File: src/sv/ekvc_pkg.sv
package ekvc_pkg;

    localparam int ENTRIES   = 16;
    localparam int KEY_BITS  = 32;
    localparam int DATA_BITS = 32;
    localparam int IDX_BITS  = (ENTRIES > 1) ? $clog2(ENTRIES) : 1;
    localparam int CNT_BITS  = $clog2(ENTRIES + 1);

    localparam logic [30:0] EXPIRY_RESET = 31'd60;

    typedef enum logic [2:0] {
        CMD_GET   = 3'd0,
        CMD_SET   = 3'd1,
        CMD_UNSET = 3'd2,
        CMD_TOUCH = 3'd3,
        CMD_PURGE = 3'd4
    } cmd_t;

    localparam logic [1:0] ST_OK   = 2'd0;
    localparam logic [1:0] ST_MISS = 2'd1;
    localparam logic [1:0] ST_FULL = 2'd2;

    localparam logic signed [31:0] NEVER_SEEN = -32'sd1;

    // Commands from the controller to the datapath.
    typedef struct packed {
        logic capture;   // latch the input item and run the key match
        logic apply;     // perform the single-result command update
        logic scan_load; // load the purge scan position
        logic scan_step; // examine one slot and advance the scan
    } ctrl_cmd_t;

    // Status from the datapath to the controller.
    typedef struct packed {
        logic is_purge;
        logic scan_evict; // the slot under the scan position is evicted
        logic scan_done;  // the scan position is at the last slot
        logic rest_clear; // no slot after the scan position is evicted
        logic evicted_any;
    } ctrl_sts_t;

endpackage

File: src/sv/ekvc_ctrl.sv
module ekvc_ctrl
(
    input  logic                clk,
    input  logic                rst_n,
    input  logic                in_fire,
    input  logic                out_free,
    input  ekvc_pkg::ctrl_sts_t sts,
    output ekvc_pkg::ctrl_cmd_t cmd,
    output logic                busy,
    output logic                emit,
    output logic                emit_last,
    output logic                emit_miss
);

    typedef enum logic [2:0] {
        S_IDLE,
        S_DECIDE,
        S_SCAN,
        S_NONE
    } state_t;

    state_t state_reg, state_next;

    always_comb
    begin
        state_next    = state_reg;
        cmd           = '0;
        emit          = 1'b0;
        emit_last     = 1'b0;
        emit_miss     = 1'b0;
        case (state_reg)
            S_IDLE:
            begin
                if (in_fire)
                begin
                    cmd.capture = 1'b1;
                    state_next  = S_DECIDE;
                end
            end
            S_DECIDE:
            begin
                if (sts.is_purge)
                begin
                    cmd.scan_load = 1'b1;
                    state_next    = S_SCAN;
                end
                else if (out_free)
                begin
                    cmd.apply = 1'b1;
                    emit      = 1'b1;
                    emit_last = 1'b1;
                    state_next = S_IDLE;
                end
            end
            S_SCAN:
            begin
                if (!sts.scan_evict || out_free)
                begin
                    cmd.scan_step = 1'b1;
                    emit          = sts.scan_evict;
                    // The final eviction is the one with no eviction after it.
                    emit_last     = sts.scan_evict && sts.rest_clear;
                    if (sts.scan_done)
                    begin
                        if (sts.scan_evict || sts.evicted_any)
                            state_next = S_IDLE;
                        else
                            state_next = S_NONE;
                    end
                end
            end
            S_NONE:
            begin
                if (out_free)
                begin
                    emit       = 1'b1;
                    emit_last  = 1'b1;
                    emit_miss  = 1'b1;
                    state_next = S_IDLE;
                end
            end
            default:
            begin
                state_next = S_IDLE;
            end
        endcase
    end

    always_ff @(posedge clk or negedge rst_n)
    begin
        if (!rst_n)
            state_reg <= S_IDLE;
        else
            state_reg <= state_next;
    end

    assign busy = (state_reg != S_IDLE);

    a_capture_idle: assert property (@(posedge clk) disable iff (!rst_n)
        cmd.capture |-> state_reg == S_IDLE) else $error("capture while busy");
    a_capture_next: assert property (@(posedge clk) disable iff (!rst_n)
        cmd.capture |=> state_reg == S_DECIDE) else $error("capture lost");
    a_last_emit: assert property (@(posedge clk) disable iff (!rst_n)
        emit_last |-> emit) else $error("last without result");

endmodule

File: config.mk
export PLATFORM = sky130hd
export DESIGN_NAME = ekvc_ctrl
export DESIGN_NICKNAME = d
export VERILOG_FILES = /design/src/sv/ekvc_pkg.sv /design/src/sv/ekvc_ctrl.sv
export SDC_FILE = /design/constraint.sdc
export NUM_CORES = 1
export LEC_CHECK = 0
export ABC_AREA = 1
export BUFFER_PORTS_ARGS = -buffer_cell sky130_fd_sc_hd__buf_2
export CAP_MARGIN = 10
export CORE_AREA = 2 2 39 41
export CTS_BUF_LIST = sky130_fd_sc_hd__clkbuf_8 sky130_fd_sc_hd__clkbuf_16
export CTS_CLUSTER_SIZE = 10
export DETAILED_ROUTE_END_ITERATION = 8
export DIE_AREA = 0 0 41 43
export PLACE_DENSITY = 0.52
export RECOVER_POWER = 100
export SLEW_MARGIN = 5
export SYNTH_ARGS = -nofsm -noshare
export SYNTH_HDL_FRONTEND = slang
export SYNTH_SLANG_ARGS = --single-unit
File: constraint.sdc
create_clock -name clk -period 1.4 [get_ports clk]
set_input_delay 0.21 -clock clk [delete_from_list [all_inputs] [get_ports clk]]
set_output_delay 0.21 -clock clk [all_outputs]
set_load 0.03 [all_outputs]
==> out/qor.csv <==
metric,value,unit
unrepaired setup endpoints after global routing,yes,
minimum period implied by the final worst setup slack,1.432,ns
total iterations of the first detailed-routing run,4,
Post-Route Skew,0.004953,ns
Clk network pwr share,43.8,%
met2 wire len,380,µm
post-synthesis sequential area ratio,28.04,%
relative contribution of sequential cells to total power,20.7,%
final antenna-violating net count,0,
CP startpoint kind,register,
I/O pin total,17,
Leak,0.2958,nW
"flip-flop count of the largest register, all copies and words added",3,
die span in y,43,µm
net count after synthesis,54,
post-route setup TNS,-0.05708,ns
final worst-path cycle share,102.3,%
number of antenna cells inserted,0,
clock-pin transition on the worst setup and hold timing paths,0.03,ns
Congestion Overflow GR,0,
Cell variety after synth,12,
DR top layer,met3,
post-synthesis cell type with the largest combined area,dfrtp_1,
routability congestion estimate from global placement,0.7502,
max-capacitance violation count,0,
post-layout net count,79,
achievable clock frequency,698.3,MHz
largest net degree at the start of global routing,6,
post-synthesis instance area,267.8,µm²
fraction of final layout cells with drive strength greater than 1,47.83,%
total count of hold-check failures in the final report,0,
cell chosen for the clock root,clkbuf_8,
clock tree from TritonCTS,built,
first-iteration detailed-routing DRC count,9,
maximum fanout count along the critical path,5,
routed length on met1,311,µm
Met3 Wirelength,60,µm
Tightest Hold Check Type,input port to register,
switching part of the total power,33.45,%
area share of the leading cell type in the synthesized netlist,28.04,%
kind of end point of the critical path,output pin,
HPWL Detailed,532.6,µm
maximum clock insertion buffer count,2,
number of synthesized register bits,3,
mean routed wirelength per cell,8.835,µm
initial antenna violation count,0,
die extent in x,41,µm
net switching power,0.1873,mW
detailed-route DRC error count,0,
Initial Util,19.35,%
TritonCTS Buffers,3,
GRT Util Overall,10.76,%
internal power,0.3726,mW
cell types with the largest area share after synthesis,"dfrtp_1, nand3_1, nand2_1",
first-pass GRT wire length,1214,µm
total via count in the routed design,350,
logic gate share of total power,35.5,%
Area Overhead vs Synth,89.25,%
min setup slack post-route,-0.03213,ns
H-tree levels,1,
die footprint,1763,µm²
data required time of the critical path,1.19,ns
max-slew violation count,0,
failing checks,setup timing,
vias in the first global route,312,
class of the most critical setup path,register to output pin,
Yosys warning total,0,
arrival time of data at the critical path endpoint,1.22,ns
TritonCTS Sinks,3,
count of port buffers added during placement,16,
most frequent standard cell in the layout excluding fill and tap cells,nand2_1,
post-synthesis cell count,45,
count of filler cells inserted in the layout,154,
Core Box Area,1384,µm²
wire length after detailed routing,751,µm
final setup fails,3,
Total Power Consumption,0.5599,mW
maximum ir drop on the vdd rail,0.5500,mV
worst-skew pair later-pin latency,0.22,ns
synthesized area per cell,5.950,µm²
"leading cell types in the layout, fill and taps excluded","nand2_1, inv_1, nand3_1, buf_2, buf_6",
row count,14,
via-per-instance ratio,4.118,
total power divided by cell area,1105,nW/µm²
result of the run,"complete, but fails checks",
## power groups by stage
stage | registers [mW] | clock network, mW | logic, mW
2_1_floorplan | 0.113 | 0 | 0.102
3_3_place_gp | 0.116 | 0 | 0.143
3_5_place_dp | 0.116 | 0 | 0.144
4_1_cts | 0.117 | 0.257 | 0.166
5_1_grt | 0.117 | 0.267 | 0.220
6_report | 0.116 | 0.245 | 0.199
## worst max-delay path, stage by stage, from the launching register on
cell and delay [ns]:
dfrtp_2 0.43, nor2_4 0.16, nand4_1 0.14, nand3_1 0.14
buf_6 0.14
## Yosys cell counts (all sizes together)
library cell  count
and2              1
conb              1
dfrtp             3
inv               9
nand2            13
nand3             8
nand4             2
nor2              8
## cell families (layout without fill, tap and decap cells)
logic type | count (synthesis) | count (layout) | share of synthesized area [%]
AND/OR/NAND/NOR | 32 | 32 | 57.95
buffers and inverters | 9 | 33 | 12.62
flip-flops | 3 | 3 | 28.04
other | 1 | 1 | 1.401
## stage by stage
stage / setup WS, ns / hold slack, ns / instance area (µm²) / std cells / util (%)
after floorplan: 0.1173 / -0.08559 / 270.3 / 45 / -
after global routing: -0.1068 / 0.3186 / 506.7 / 85 / 36.62
after CTS: -0.05197 / 0.2844 / 462.9 / 83 / 33.45
after global placement: 0.1094 / 0.006413 / 370.4 / 77 / 26.76
final: -0.03213 / 0.2888 / 506.7 / 85 / 36.62
after detailed placement: 0.08485 / 0.006029 / 370.4 / 77 / 26.76
## worst paths after layout
check	cells after the start	start	end	slack, ns
max in group asynchronous	2	rst_n	state_reg[2]	0.91
min in group asynchronous	2	rst_n	state_reg[1]	0.32
min	4	sts[2]	state_reg[1]	0.29
min reg2reg	3	state_reg[2]	state_reg[1]	0.62
max	4	state_reg[1]	emit_last	-0.03
max reg2reg	8	state_reg[0]	state_reg[1]	0.36
## cell type report
| cell class | instances | area (µm²) | area share [%] |
|---|---|---|---|
| inverters | 9 | 33.78 | 6.667 |
| well taps | 16 | 20.02 | 3.951 |
| flip-flops and latches | 3 | 77.57 | 15.31 |
| clock inverters | 1 | 3.754 | 0.7407 |
| clock buffers | 3 | 41.29 | 8.148 |
| multi-input cells | 33 | 178.9 | 35.31 |
| repair buffers | 20 | 151.4 | 29.88 |
## what timing repair did
action	in CTS	in global routing
hold endpoints to repair	3	0
setup endpoints to repair	6	7
gates resized for setup	10	11
cloned	0	0
buffers inserted	1	2
pin swaps	0	1
hold buffers	1	0
## metal layers
layer	vias up	GRT usage, %
met2	13	14.37
met1	153	12.94
met5	-	0
met3	0	3.141
met4	0	10.00
li1	184	-
(Power assumes the default switching activity.)
